==> config.mk <==
export PLATFORM = sky130hd
export DESIGN_NAME = lsdm_ctrl
export DESIGN_NICKNAME = d
export VERILOG_FILES = /design/src/lsdm_pkg.sv /design/src/lsdm_ctrl.sv
export SDC_FILE = /design/constraint.sdc
export NUM_CORES = 1
export LEC_CHECK = 0
export ABC_AREA = 0
export BUFFER_PORTS_ARGS = -buffer_cell sky130_fd_sc_hd__clkbuf_2
export CORE_AREA = 2 2 39 41
export DETAILED_ROUTE_END_ITERATION = 8
export DIE_AREA = 0 0 41 43
export GPL_TIMING_DRIVEN = 0
export MAX_ROUTING_LAYER = met4
export PLACE_DENSITY = 0.39
export SETUP_SLACK_MARGIN = 0.4
export SLEW_MARGIN = 25
export SYNTH_ARGS = -nofsm -noshare
export SYNTH_HDL_FRONTEND = slang
export SYNTH_SLANG_ARGS = --single-unit
==> constraint.sdc <==
create_clock -name clk -period 1.2 [get_ports clk]
set_input_delay 0.12 -clock clk [delete_from_list [all_inputs] [get_ports clk]]
set_output_delay 0.12 -clock clk [all_outputs]
set_load 0.02 [all_outputs]
==> src/lsdm_pkg.sv <==
// Shared types and constants of the load/store data memory.
// Holds the request and result beat structs, operation and status codes,
// and the command/status structs between the controller and the datapath.
package lsdm_pkg;

  // Default depth of the word store, in 32-bit words.
  localparam int unsigned LSDM_MEM_WORDS = 4096;

  typedef enum logic [2:0] {
    OP_LW  = 3'd0,
    OP_LH  = 3'd1,
    OP_LHU = 3'd2,
    OP_LB  = 3'd3,
    OP_LBU = 3'd4,
    OP_SW  = 3'd5,
    OP_SH  = 3'd6,
    OP_SB  = 3'd7
  } lsdm_op_t;

  typedef enum logic [1:0] {
    ST_OK       = 2'd0,
    ST_RANGE    = 2'd1,
    ST_MISALIGN = 2'd2
  } lsdm_status_t;

  typedef struct packed {
    lsdm_op_t           req_type;
    logic        [31:0] base_address;
    logic signed [15:0] offset;
    logic        [31:0] write_data;
  } lsdm_req_t;

  typedef struct packed {
    logic         [31:0] read_data;
    lsdm_status_t        status;
  } lsdm_resp_t;

  // Commands from the controller to the datapath.
  typedef struct packed {
    logic clear;
    logic capture;
    logic calc;
    logic read;
    logic finish;
  } lsdm_cmd_t;

  // Status from the datapath to the controller.
  typedef struct packed {
    logic clear_done;
  } lsdm_stat_t;

endpackage

==> src/lsdm_ctrl.sv <==
// Controller state machine of the load/store data memory.
// Sequences the clearing pass and the four steps of each request.
// Depends on lsdm_pkg for the command and status structs.
module lsdm_ctrl
  import lsdm_pkg::*;
(
  input  logic       clk,
  input  logic       rst,
  input  logic       start,
  input  lsdm_stat_t stat,
  output lsdm_cmd_t  cmd,
  output logic       busy
);

  typedef enum logic [4:0] {
    S_CLEAR = 5'b00001,
    S_IDLE  = 5'b00010,
    S_ADDR  = 5'b00100,
    S_READ  = 5'b01000,
    S_DONE  = 5'b10000
  } lsdm_state_t;

  lsdm_state_t state;
  lsdm_state_t state_next;

  always_ff @(posedge clk) begin
    if (rst) begin
      state <= S_CLEAR;
    end else begin
      state <= state_next;
    end
  end

  always_comb begin
    state_next = state;
    cmd        = '0;
    busy       = 1'b1;
    case (state)
      S_CLEAR: begin
        cmd.clear = 1'b1;
        if (stat.clear_done) begin
          state_next = S_IDLE;
        end
      end
      S_IDLE: begin
        busy = 1'b0;
        if (start) begin
          cmd.capture = 1'b1;
          state_next  = S_ADDR;
        end
      end
      S_ADDR: begin
        cmd.calc   = 1'b1;
        state_next = S_READ;
      end
      S_READ: begin
        cmd.read   = 1'b1;
        state_next = S_DONE;
      end
      S_DONE: begin
        cmd.finish = 1'b1;
        state_next = S_IDLE;
      end
      default: begin
        state_next = S_CLEAR;
      end
    endcase
  end

  // The final lane-select or read-modify-write step always follows the memory read step.
  a_finish_after_read: assert property (@(posedge clk) disable iff (rst)
    cmd.finish |-> $past(cmd.read))
    else $error("finish issued without a preceding read");

  // The clearing pass is not left before the last word is cleared.
  a_clear_holds: assert property (@(posedge clk) disable iff (rst)
    (state == S_CLEAR) && !stat.clear_done |=> (state == S_CLEAR))
    else $error("clearing pass left early");

  // Exactly one state bit is set at all times.
  a_state_onehot: assert property (@(posedge clk) disable iff (rst)
    $onehot(state))
    else $error("state register lost its one-hot encoding");

endmodule

==> results by stage, run 1 <==
Critical path:
- The largest individual stage delay along the critical path comes from the cell or3_4.
- The arrival time at the worst endpoint is 1220 ps.
- STA puts the critical path data required time at 1080 ps.
- STA classifies the critical path startpoint as a flip-flop.
- For flop-to-flop paths, the worst setup slack is -70 ps.
- The critical path is of the reg2out type.
- The launching point of the worst reg2reg path is state[1]$_SDFFE_PP0P_.
- Traced cell by cell, the critical path runs through or3_4 -> nor2_4 -> buf_8.
- In this run the worst setup path begins at state[1]$_SDFFE_PP0P_.
- The number of cells on the worst reg-to-reg path is 4.
- The reg-to-reg critical path endpoint is state[0]$_SDFFE_PP1P_.
- In this run the worst path has a maximum fanout of 4.
- The type of destination of the critical path is an output pin.
- On the worst path, the slowest cell contributes a delay of 420 ps.

Hold path:
- The path class of the lowest-slack min-delay path is in2reg.
- Along the worst hold path, the cell count comes to 2.
- The end point of the most critical hold path is state[4]$_SDFFE_PP0P_.
- The source of the worst hold timing path is rst.

Clocking:
- The CTS tree is done.
- CTS built an H-tree with a depth of 1.
- The number of sinks handled by clock tree synthesis is 5.
- The number of buffers inserted during clock tree synthesis is 3.
- The cell sitting at the root of the clock tree is a clkbuf_4.
- After clock tree synthesis, the clock-pin slew on the worst setup and hold paths is 40 ps.
- The count of hold buffers inserted by post-cts repair is 0.
- Clock latency on the worst-skew pair, taken at its later pin, is 240 ps.
- The maximum count of clock buffers along a single path is 2.

Layout:
- The growth of design area from synthesis to finish is 86.84%.
- The share of post-route cells with drive strength above 1 is 76.92%.
- The net count of the finished layout is 57.
- The most common cell after layout, fill and taps aside is buf_4.
- The most flop-heavy register is state.
- The repair_antennas step left the layout with diodes totalling 0.
- The area of all placed cells without fillers is roughly 530 um2.
- The largest registers in the layout are state: 5 flops.
- The final standard cell count with taps included and fillers excluded is 68.
- The top cell types in the final layout, fill and taps aside, are buf_4 (7), clkbuf_4 (4), clkbuf_2 (4).
- The flip-flop count of the largest register after layout is 5.

Synth:
- The netlist area before placement is approximately 290 um2.
- A synthesized cell averages 8.915 um2.
- Of the total synthesized cell area, the portion taken by AND, OR, NAND and NOR gates is between 40% and 50%.
- Synthesis produced 32 cells.
- Counting every net in the synthesized netlist gives 36.
- The warning count from the yosys run is 0.
- In this run, distinct cell masters in the synthesized netlist total 18.
- Of the total synthesized cell area, the portion taken by XOR and XNOR cells is 3.070%.
- The largest family of logic cells by synthesized area is simple AND/OR/NAND/NOR gates.
- Sequential elements use 35.09% of the synthesized area.
- The post-synthesis mux area share is 0%.
- After Yosys synthesis, full adders, half adders and majority gates account for 0% of the synthesized area.
- The number of storage elements in the synthesis netlist is 5.
- Summing the areas of all compound-gate instances in the mapped netlist gives 15.35% of the synthesized area.

Place:
- At the end of routability-driven placement, the weighted congestion stood at 0.6991.
- Summed over all nets, the half-perimeter wirelength after detailed placement is 509.7 um.
- The count of buffers added on input and output ports is 9.
- The placed instance count is 57.
- The cell area after placement is 375.4 um2.
- Timing analysis after detailed placement gives a worst setup slack of 25.36 ps.

Die:
- The core region is about 1400 um2.
- The starting density of the core is approximately a fifth.
- The vertical die dimension is 43 um.
- The die outline area is between 1500 and 2000 um2.
- The die span in x is 41 um.
- The total number of placement rows is 14.
- Pin placement for this block handled 10 I/O pins.

Pwr:
- In this run, flip-flops and latches consume between 30% and 40% of the power.
- The internal portion of the total power is 0.0004363 W.
- VDD sags by at most ~0.37 mV.
- The cell area power density is 1187 nW/um2.
- For this design the total switching power over the nets is 0.0001964 W.
- For this design the static power due to leakage is 0.2113 nW.
- The proportion of power drawn by the clock network is 30.6%.
- The relative contribution of combinational cells to total power is 37.3%.
- The fraction of power spent switching nets is 31.04%.
- After layout, the design draws a total of 0.0006327 W.

Timing:
- The count of final max-slew check failures is 0.
- The hold violation total from the final report came to 0.
- Once routing completed, OpenROAD measured the worst setup slack at -143.2 ps.
- Setup repair after global routing could not meet its margin everywhere.
- The final clock period utilization by the worst path is 111.9%.
- Clock skew on the completed layout was measured at 0.4918 ps.
- Setup violations remaining at the end of the flow were counted as 7.
- The transition at the pin with the smallest max-transition slack is between 200 and 250 ps.
- The final period demand of the worst path is 1343 ps.
- Headroom to the max-slew limit came out at 86.37%.
- The achievable clock frequency is 744.5 MHz.

Drt:
- The detailed-routing iteration count for the pre-antenna-repair pass is 4.
- The mean number of vias per cell is 4.603.
- The number of routed nets with antenna violations is 0.
- The total via count in the routed design is 313.
- The routed design has 789 um of wire.
- The number of violations reported at the end of detailed-routing iteration 0 is 5.
- In the routed design, unresolved DRC markers number 0.
- Dividing the detail-routed wire length by the instance count gives 11.60 um.

Global routing:
- Entering global routing, the biggest net connects 9 pins.
- The initial antenna violation count came to 0.
- The via count of the first global-routing pass was roughly 360.
- The wire length of the first global-routing pass is 1386 um.
- The total overflow left after global routing is 0.
- In the global route stage, overall resource usage came out at 12.16%.

Status:
- The flow ran to the end, but the final reports show violations.
- The final reports fail on setup timing.

Run:
- The reported max-cap violation count is 0.
critical path, delay by kind of cell, from the launching register on:
kind | cells | cell delay (ps)
buffers and inverters | 1 | 110
DFF | 1 | 350
and+or+nand+nor | 2 | 520
per-layer routing:
metal  global-route usage, %  share of wire (%)  vias to the layer above
met5                       -                  0                        -
met4                   12.00                  0                        0
met3                       0                3.7                        0
met2                   16.88                 51                       10
met1                   14.89                 45                      147
li1                        -                  -                      156
Yosys cell counts:
| library cell | number | area, um2 |
|---|---|---|
| a211o_2 | 1 | 10.01 |
| a41oi_1 | 1 | 8.760 |
| and3_2 | 1 | 7.510 |
| and3b_2 | 2 | 20.02 |
| and4_1 | 1 | 8.760 |
| and4b_2 | 1 | 11.26 |
| dfxtp_1 | 5 | 100.1 |
| inv_1 | 2 | 7.510 |
| nand2b_1 | 2 | 12.51 |
| nor2_1 | 5 | 18.77 |
| nor2b_1 | 2 | 12.51 |
| nor3_1 | 3 | 15.01 |
| o21ai_0 | 1 | 5.000 |
| o22ai_2 | 1 | 12.51 |
| o31ai_1 | 1 | 7.510 |
| or3_2 | 1 | 7.510 |
| or3_4 | 1 | 11.26 |
| xnor2_1 | 1 | 8.760 |
through the flow:
step	TNS, ps	hold WS [ps]	util [%]
detailed placement	0	348.7	27.12
global placement	0	345.9	27.12
finish	-637.2	113.4	38.52
global route	-979.0	106.9	38.52
CTS	-654.6	103.9	38.25
floorplan	0	184.2	-
power by group through the flow:
stage | registers (W) | logic [W] | clock network, W
after global placement | 0.000220 | 0.000145 | 0
after global routing | 0.000205 | 0.000252 | 0.000212
final | 0.000203 | 0.000236 | 0.000193
after floorplan | 0.000210 | 0.000115 | 0
after CTS | 0.000202 | 0.000234 | 0.000202
after detailed placement | 0.000219 | 0.000149 | 0
cell type report:
cell class              instances  area [um2]
fillers                       148       850.8
multi-input cells              25       226.5
repair buffers                 16       138.9
flip-flops and latches          5       113.9
clock buffers                   4       26.28
well taps                      16       20.02
inverters                       2       7.507
cell families (layout without fill, tap and decap cells):
kind of cell / after synthesis / in the layout
AOI/OAI and AO/OA: 5 / 5
xor gates and xnor gates: 1 / 1
buffers and inverters: 2 / 22
DFF: 5 / 5
and+or+nand+nor: 19 / 19
worst max path at each step:
stage	endpoint	cells past startpoint
6_report	cmd[2]	3
5_1_grt	cmd[1]	3
4_1_cts	cmd[1]	3
3_5_place_dp	cmd[1]	3
3_3_place_gp	cmd[1]	3
2_1_floorplan	state[0]$_SDFFE_PP1P_	3
what timing repair did:
action,CTS,global route
pin swaps,7,1
gates resized for setup,20,3
setup endpoints to repair,11,11
setup buffers,7,0
cloned,0,0
Note: power is estimated with default switching activity, not from simulation.
==> run 2: changes to the inputs <==
- PLACE_DENSITY: 0.39 -> unset
==> run 2 against run 1 <==
Effect of this change: the run still ends with setup timing left; sequential cell count is the same; sequential power shrank 2%; count of clock-buffer cells in the layout unchanged; non-clock buffer count down 2; via count is 3.2% lower; worst hold slack better by 5.0 ps; die area unchanged; critical path depth stayed put; sequential share of layout area down 0.69 points; critical path type unchanged; largest power group unchanged; highest routed layer is now met4.
==> results by stage, run 2 (synthesis gave the netlist of run 1 again) <==
Layout:
- The number of fillers in the final layout is 141 (-4.7%).
- The most common cell after layout, fill and taps aside is buf_8.
- The number of nets in the finished design is 55 (-3.5%).
- The flip-flop count of the largest register after layout is 5 (unchanged).
- In the final layout, the registers with the most flip-flops are state: 5 flops.
- The area growth from synthesis to layout is 95.18%.
- The library cells used most frequently in the layout, excluding fill and tap cells, are buf_8 (6), dfxtp_4 (4).
- The share of post-route cells with drive strength above 1 is 78.00% (+1.1 points).
- The final cell utilization of the core is 40.24% (+1.7 points).
- The most flop-heavy register is state.
- The count of inserted antenna diode cells is 0 (unchanged).

Critical path:
- The critical path required time is 1080 ps (about the same).
- The startpoint identified for the worst register-to-register timing path is state[1]$_SDFFE_PP0P_.
- The arrival time at the worst endpoint came to 1220 ps (about the same).
- The slowest stage of the critical path is the or3_4 cell.
- On the critical path the largest part of the delay comes from simple AND/OR/NAND/NOR gates.
- The reg-to-reg critical path endpoint is state[0]$_SDFFE_PP1P_.
- The largest fanout on the critical path is 3 (-1).
- The cell count of the worst reg-to-reg path was 4 (unchanged).
- The setup slack on the worst flop-to-flop path is -100 ps (-30 ps).
- The type of destination of the critical path is an output pin.
- The number of buffers and inverters on the critical path was 1 (unchanged).
- The kind of start point of the critical path is a flip-flop.
- Walking the worst path, the cells encountered are or3_4 -> nor2_4 -> buf_8.
- The stage delay of the slowest cell on the critical path is 420 ps (about the same).
- The critical path is of the reg2out type.

Hold path:
- The source of the worst hold timing path is rst.
- The path class of the lowest-slack min-delay path is in2reg.
- The end point of the most critical hold path is state[2]$_SDFFE_PP0P_.
- The number of stages on the worst hold path came to 2 (unchanged).

Drt:
- The number of remaining DRC errors is 0 (unchanged).
- The number of routed nets with antenna violations is 0 (unchanged).
- The detail-routed net length per standard cell came to 11.98 um (+3.3%).
- The total wirelength of the detailed-routed design was 791 um (+0.25%).
- The number of violations reported at the end of detailed-routing iteration 0 is 3 (-2).
- The detailed-routing iteration count for the pre-antenna-repair pass is 3 (-1).
- The mean number of vias per cell is 4.591 (-0.26%).
- The total via count in the routed design is 303 (-3.2%).

Die:
- The standard cell core area is 1384 um2 (unchanged).
- The die outline area is 1763 um2 (unchanged).
- The starting density of the core was 20.61% (unchanged).
- The total number of placement rows is 14 (unchanged).
- The die span in x came to 41 um (unchanged).
- The vertical die dimension is 43 um (unchanged).
- The total I/O pin count came to 10 (unchanged).

Clocking:
- The CTS tree is done.
- The tree is rooted in a clkbuf_4.
- The clock insertion delay at the later pin of the skew report came to 240 ps (about the same).
- The count of hold buffers inserted by post-cts repair is 0 (unchanged).
- The clock-pin slew on the worst setup and hold paths is 40 ps (about the same).
- The maximum count of clock buffers along a single path is 2 (unchanged).
- The number of buffers inserted during clock tree synthesis is 3 (unchanged).
- The number of H-tree levels came to 1 (unchanged).
- The number of sinks handled by clock tree synthesis is 5 (unchanged).

Global routing:
- The pin count of the biggest net entering global routing is 9 (unchanged).
- The initial antenna violation count is 0 (unchanged).
- The total congestion overflow is 0 (unchanged).
- The overall track demand over capacity in global routing came to 11.82% (-0.35 points).
- The via count of the first global-routing pass is 306 (-14%).
- The wire length of the first global-routing pass is 1290 um (-6.9%).

Timing:
- The worst max-slew margin expressed relative to the limit is 85.75% (-0.62 points).
- Setup repair after global routing could not meet its margin everywhere.
- The setup slack of the critical path after layout is -139.8 ps (+3.427 ps).
- The final clock period utilization by the worst path came to 111.6% (-0.29 points).
- The worst clock skew on the final layout is 1.208 ps (+0.7161 ps).
- The final period demand of the worst path was 1340 ps (-3.427 ps).
- The total negative setup slack is -670.8 ps (-33.52 ps).
- The achievable clock frequency is 746.4 MHz (+0.26%).
- The hold violation total from the final report is 0 (unchanged).
- The count of final max-slew check failures is 0 (unchanged).
- The transition at the pin with the smallest max-transition slack was 211.0 ps (+9.242 ps).
- The tightest hold margin is 118.4 ps (+5.014 ps).
- The final setup violation count is 7 (unchanged).

Pwr:
- The worst voltage drop across the vdd grid is 0.4695 mV (+27%).
- The static leakage power is 0.2114 nW (about the same).
- The cell area power density is 1210 nW/um2 (+1.9%).

Status:
- The run finished, with violations left.
- The checks that failed: setup timing.

Place:
- The final weighted congestion of routability-driven global placement came to 0.7126 (+1.9%).
- The total of buffers placed on input and output ports is 9 (unchanged).
- The final HPWL from detailed placement was 488.2 um (-4.2%).

Run:
- The reported max-cap violation count was 0 (unchanged).
[run 2: changes by cell type in the layout (fill, tap and decap cells not counted), sizes merged]
cell / delta
buf: +1
clkbuf: -3
[run 2: through the flow]
| stage | area, um2 | setup WS (ps) | power, W | std cells |
|---|---|---|---|---|
| after floorplan | 310.3 | 108.1 | 0.0003244 | 32 |
| after global placement | 375.4 | 27.19 | 0.0003643 | 57 |
| final | 556.8 | -139.8 | 0.0006737 | 66 |
| after global routing | 556.8 | -167.0 | 0.0007124 | 66 |
| after CTS | 536.8 | -160.5 | 0.0006699 | 66 |
| after detailed placement | 375.4 | 24.13 | 0.0003668 | 57 |
[run 2: repair_timing]
item | 4_1_cts | 5_1_grt
gates resized for setup | 23 | 9
pin swaps | 7 | 4
setup endpoints to repair | 11 | 11
buffers inserted | 5 | 0
gates cloned | 0 | 0
[run 2: cell type report]
class                      instances  area (um2)  share of cell area, %
multi-input combinational         25       237.7                  42.70
tap                               16       20.02                  3.596
timing repair buffer              14       150.1                  26.97
sequential                         5       115.1                  20.67
clock buffer                       4       26.28                  4.719
inverter                           2       7.507                  1.348
[run 2: worst max-delay path by stage]
stage | start | endpoint | slack [ps] | depth (start not counted)
finish | state[1]$_SDFFE_PP0P_ | cmd[1] | -140 | 3
global route | state[1]$_SDFFE_PP0P_ | cmd[2] | -170 | 3
CTS | state[0]$_SDFFE_PP1P_ | cmd[1] | -160 | 3
detailed placement | state[1]$_SDFFE_PP0P_ | cmd[1] | 20 | 3
global placement | state[1]$_SDFFE_PP0P_ | state[0]$_SDFFE_PP1P_ | 30 | 3
floorplan | state[1]$_SDFFE_PP0P_ | state[0]$_SDFFE_PP1P_ | 110 | 3
[run 2: report_power, final]
part           switching [W]  leakage [nW]  internal, W  total (W)
registers          0.0000120        0.0431     0.000186   0.000198
clock network      0.0000687        0.0150     0.000126   0.000194
logic               0.000126         0.153     0.000155   0.000282
[run 2: per-layer routing]
layer  part of all wire (%)  global-route usage [%]  wire length [um]  vias to the layer above
met2                     51                   17.19               407                       11
met4                    2.4                   10.00                19                        0
met1                     42                   13.46               331                      137
met3                    4.0                   1.571                32                        2
met5                      0                       -                 0                        -
li1                       -                       -                 -                      153
==> run 3: changes to the inputs <==
- CELL_PAD_IN_SITES_DETAIL_PLACEMENT: unset -> 1
- CELL_PAD_IN_SITES_GLOBAL_PLACEMENT: unset -> 1
- PLACE_DENSITY_LB_ADDON: unset -> 0.1
==> run 3 against run 2 <==
Effect of this change: the run still ends with setup timing left; clock skew is 4.0 ps higher; register-to-register slack barely moved; worst setup slack worse by 25 ps; power increased by 11%; design area rose by 13%; non-clock buffer count grew 5; via count is 9.6% higher; clock power is 5% higher; first-iteration DRC count up 67%; wire length is 35% higher; count of clock-buffer cells in the layout is the same; critical path type unchanged; critical endpoint is now cmd[2].
==> results by stage, run 3 (synthesis gave the netlist of run 1 again) <==
Timing:
- The count of final max-slew check failures is 0 (unchanged).
- Setup repair after global routing could not meet its margin everywhere.
- The final clock period utilization by the worst path was 113.7% (+2.1 points).
- The worst max-slew margin expressed relative to the limit is 78.80% (-7.0 points).
- The final setup violation count is 8 (+1).
- The final period demand of the worst path is 1365 ps (+24.89 ps).
- The setup slack of the critical path after layout is -164.6 ps (-24.89 ps).
- The transition at the pin with the smallest max-transition slack was 318.0 ps (+107.0 ps).
- The worst clock skew on the final layout was 5.189 ps (+3.981 ps).
- The tightest hold margin is 168.6 ps (+50.23 ps).
- The hold violation total from the final report is 0 (unchanged).
- The achievable clock frequency is 732.8 MHz (-1.8%).

Drt:
- The number of remaining DRC errors is 0 (unchanged).
- The total wirelength of the detailed-routed design is 1068 um (+35%).
- The detailed-routing iteration count for the pre-antenna-repair pass was 2 (-1).
- The detail-routed net length per standard cell is 15.04 um (+26%).
- The total via count in the routed design is 332 (+9.6%).
- Routed signal wires occupy layers up through met4.
- The wire length on met3 is 28 um (-13%).
- The number of violations reported at the end of detailed-routing iteration 0 is 5 (+2).
- The number of routed nets with antenna violations is 0 (unchanged).
- The detailed-routed wire length on met2 is 579 um (+42%).
- The routed metal-1 wire length was 418 um (+26%).
- The mean number of vias per cell came to 4.676 (+1.9%).

Layout:
- The most flop-heavy register is state.
- The number of nets in the finished design came to 60 (+9.1%).
- The growth of design area from synthesis to finish is 120.6%.
- In the layout the commonest cells are buf_4 (8), dfxtp_4 (5), nor2_4 (4), buf_6 (4), buf_8 (4).
- The area taken by multi-input logic gates came to 276.5 um2 (+16%).
- The library cell used most frequently in the layout, excluding fill and tap cells, is buf_4.
- The sequential standard cell area is 118.9 um2 (+3.3%).
- The flip-flop count of the largest register after layout is 5 (unchanged).
- The number of fillers in the final layout is 156 (+11%).
- The share of post-route cells with drive strength above 1 was 81.82% (+3.8 points).
- The largest registers in the layout are state: 5 flops.
- The count of inserted antenna diode cells is 0 (unchanged).
- The final standard cell count with taps included and fillers excluded is 71 (+7.6%).

Clocking:
- The number of buffers inserted during clock tree synthesis is 3 (unchanged).
- The clock insertion delay at the later pin of the skew report was 250 ps (about the same).
- The number of H-tree levels is 1 (unchanged).
- The count of hold buffers inserted by post-cts repair came to 0 (unchanged).
- TritonCTS built the clock tree.
- The maximum count of clock buffers along a single path came to 2 (unchanged).
- The clock-pin slew on the worst setup and hold paths is 50 ps (about the same).
- The number of sinks handled by clock tree synthesis is 5 (unchanged).
- The cell sitting at the root of the clock tree is a clkbuf_4.

Global routing:
- The via count of the first global-routing pass came to 380 (+24%).
- The wire length of the first global-routing pass is 1725 um (+34%).
- The overall track demand over capacity in global routing is 16.14% (+4.3 points).
- The initial antenna violation count is 0 (unchanged).
- The total congestion overflow is 0 (unchanged).
- The pin count of the biggest net entering global routing was 9 (unchanged).

Run:
- The reported max-cap violation count is 0 (unchanged).

Critical path:
- The kind of start point of the critical path is a flip-flop.
- The critical path required time is 1080 ps (about the same).
- The worst setup path is of the reg2out kind.
- The largest individual stage delay along the critical path comes from the cell or3_4.
- The type of destination of the critical path is an output pin.
- The critical path goes through or3_4 -> nor2_4 -> buf_8.
- The largest fanout on the critical path is 3 (unchanged).
- The arrival time at the worst endpoint is 1240 ps (+20 ps).
- The stage delay of the slowest cell on the critical path is 430 ps (about the same).

Pwr:
- The relative contribution of combinational cells to total power is 46.4% (+4.6 points).
- The internal portion of total power is 0.0005004 W (+7.2%).
- The proportion of power drawn by the clock network came to 27.2% (-1.7 points).
- The sequential cell fraction of total power is 26.4% (-3.0 points).
- The total chip power is 0.0007498 W (+11%).
- The switching power is 0.0002494 W (+21%).
- The cell area power density is 1191 nW/um2 (-1.5%).
- The static leakage power is 0.2500 nW (+18%).
- The fraction of power spent switching nets came to 33.26% (+2.5 points).
- The worst voltage drop across the vdd grid was 0.4949 mV (+5.4%).

Die:
- The die outline area came to 1763 um2 (unchanged).
- The standard cell core area is 1384 um2 (unchanged).
- The total number of placement rows is 14 (unchanged).
- The vertical die dimension is 43 um (unchanged).
- The die span in x came to 41 um (unchanged).
- The starting density of the core was 20.61% (unchanged).
- The total I/O pin count was 10 (unchanged).

Place:
- The placed instance count is 57 (unchanged).
- The worst setup slack after placement was 27.85 ps (+3.724 ps).
- The total of buffers placed on input and output ports is 9 (unchanged).
- The final HPWL from detailed placement is 562.1 um (+15%).
- The final weighted congestion of routability-driven global placement is 0.5896 (-17%).

Hold path:
- The path class of the lowest-slack min-delay path is in2reg.

Status:
- The checks that failed: setup timing.
- The flow ran to the end, but the final reports show violations.
==> run 3: area by class of cell <==
class / instances / share of cell area (%)
Clock buffer: 4 / 4.175
Inverter: 2 / 1.193
Multi-Input combinational cell: 25 / 43.94
Sequential cell: 5 / 18.89
Tap cell: 16 / 3.181
Timing Repair Buffer: 19 / 28.63
==> run 3: worst max-delay path, delay by kind of cell, from the launching register on <==
family                 cells  cell delay [ps]
buffers and inverters      1              120
flip-flops                 1              340
AND/OR/NAND/NOR            2              540
==> run 3: layer usage <==
metal  global-route usage (%)  vias up
met2                    24.69        9
met4                    14.00        0
met5                        -        -
met1                    16.35      157
met3                    3.141        4
li1                         -      162
==> run 3: path summary, 6_finish.rpt <==
kind | depth (start not counted) | endpoint | slack [ps] | from
setup / recovery | 3 | cmd[2] | -160 | state[1]$_SDFFE_PP0P_
hold / removal | 2 | state[4]$_SDFFE_PP0P_ | 170 | rst
setup reg to reg | 4 | state[0]$_SDFFE_PP1P_ | -110 | state[1]$_SDFFE_PP0P_
hold reg to reg | 2 | state[4]$_SDFFE_PP0P_ | 610 | state[3]$_SDFFE_PP0P_
==> run 3: power by group through the flow <==
stage	registers [W]	logic, W	clock network (W)
floorplan	0.000210	0.000115	0
global placement	0.000218	0.000144	0
detailed placement	0.000220	0.000147	0
CTS	0.000196	0.000273	0.000212
global route	0.000201	0.000373	0.000223
finish	0.000198	0.000348	0.000204
==> run 3: stage by stage <==
step / TNS [ps] / area (um2) / util (%)
after floorplan: 0 / 310.3 / -
after global placement: 0 / 375.4 / 27.12
after detailed placement: 0 / 375.4 / 27.12
after CTS: -790.7 / 550.5 / 39.78
after global routing: -1145 / 629.4 / 45.48
final: -766.5 / 629.4 / 45.48
==> run 3: repair_timing <==
item	CTS	global route
pin swaps	9	6
setup buffers	7	3
gates resized for setup	25	16
endpoints found under the setup margin	11	11
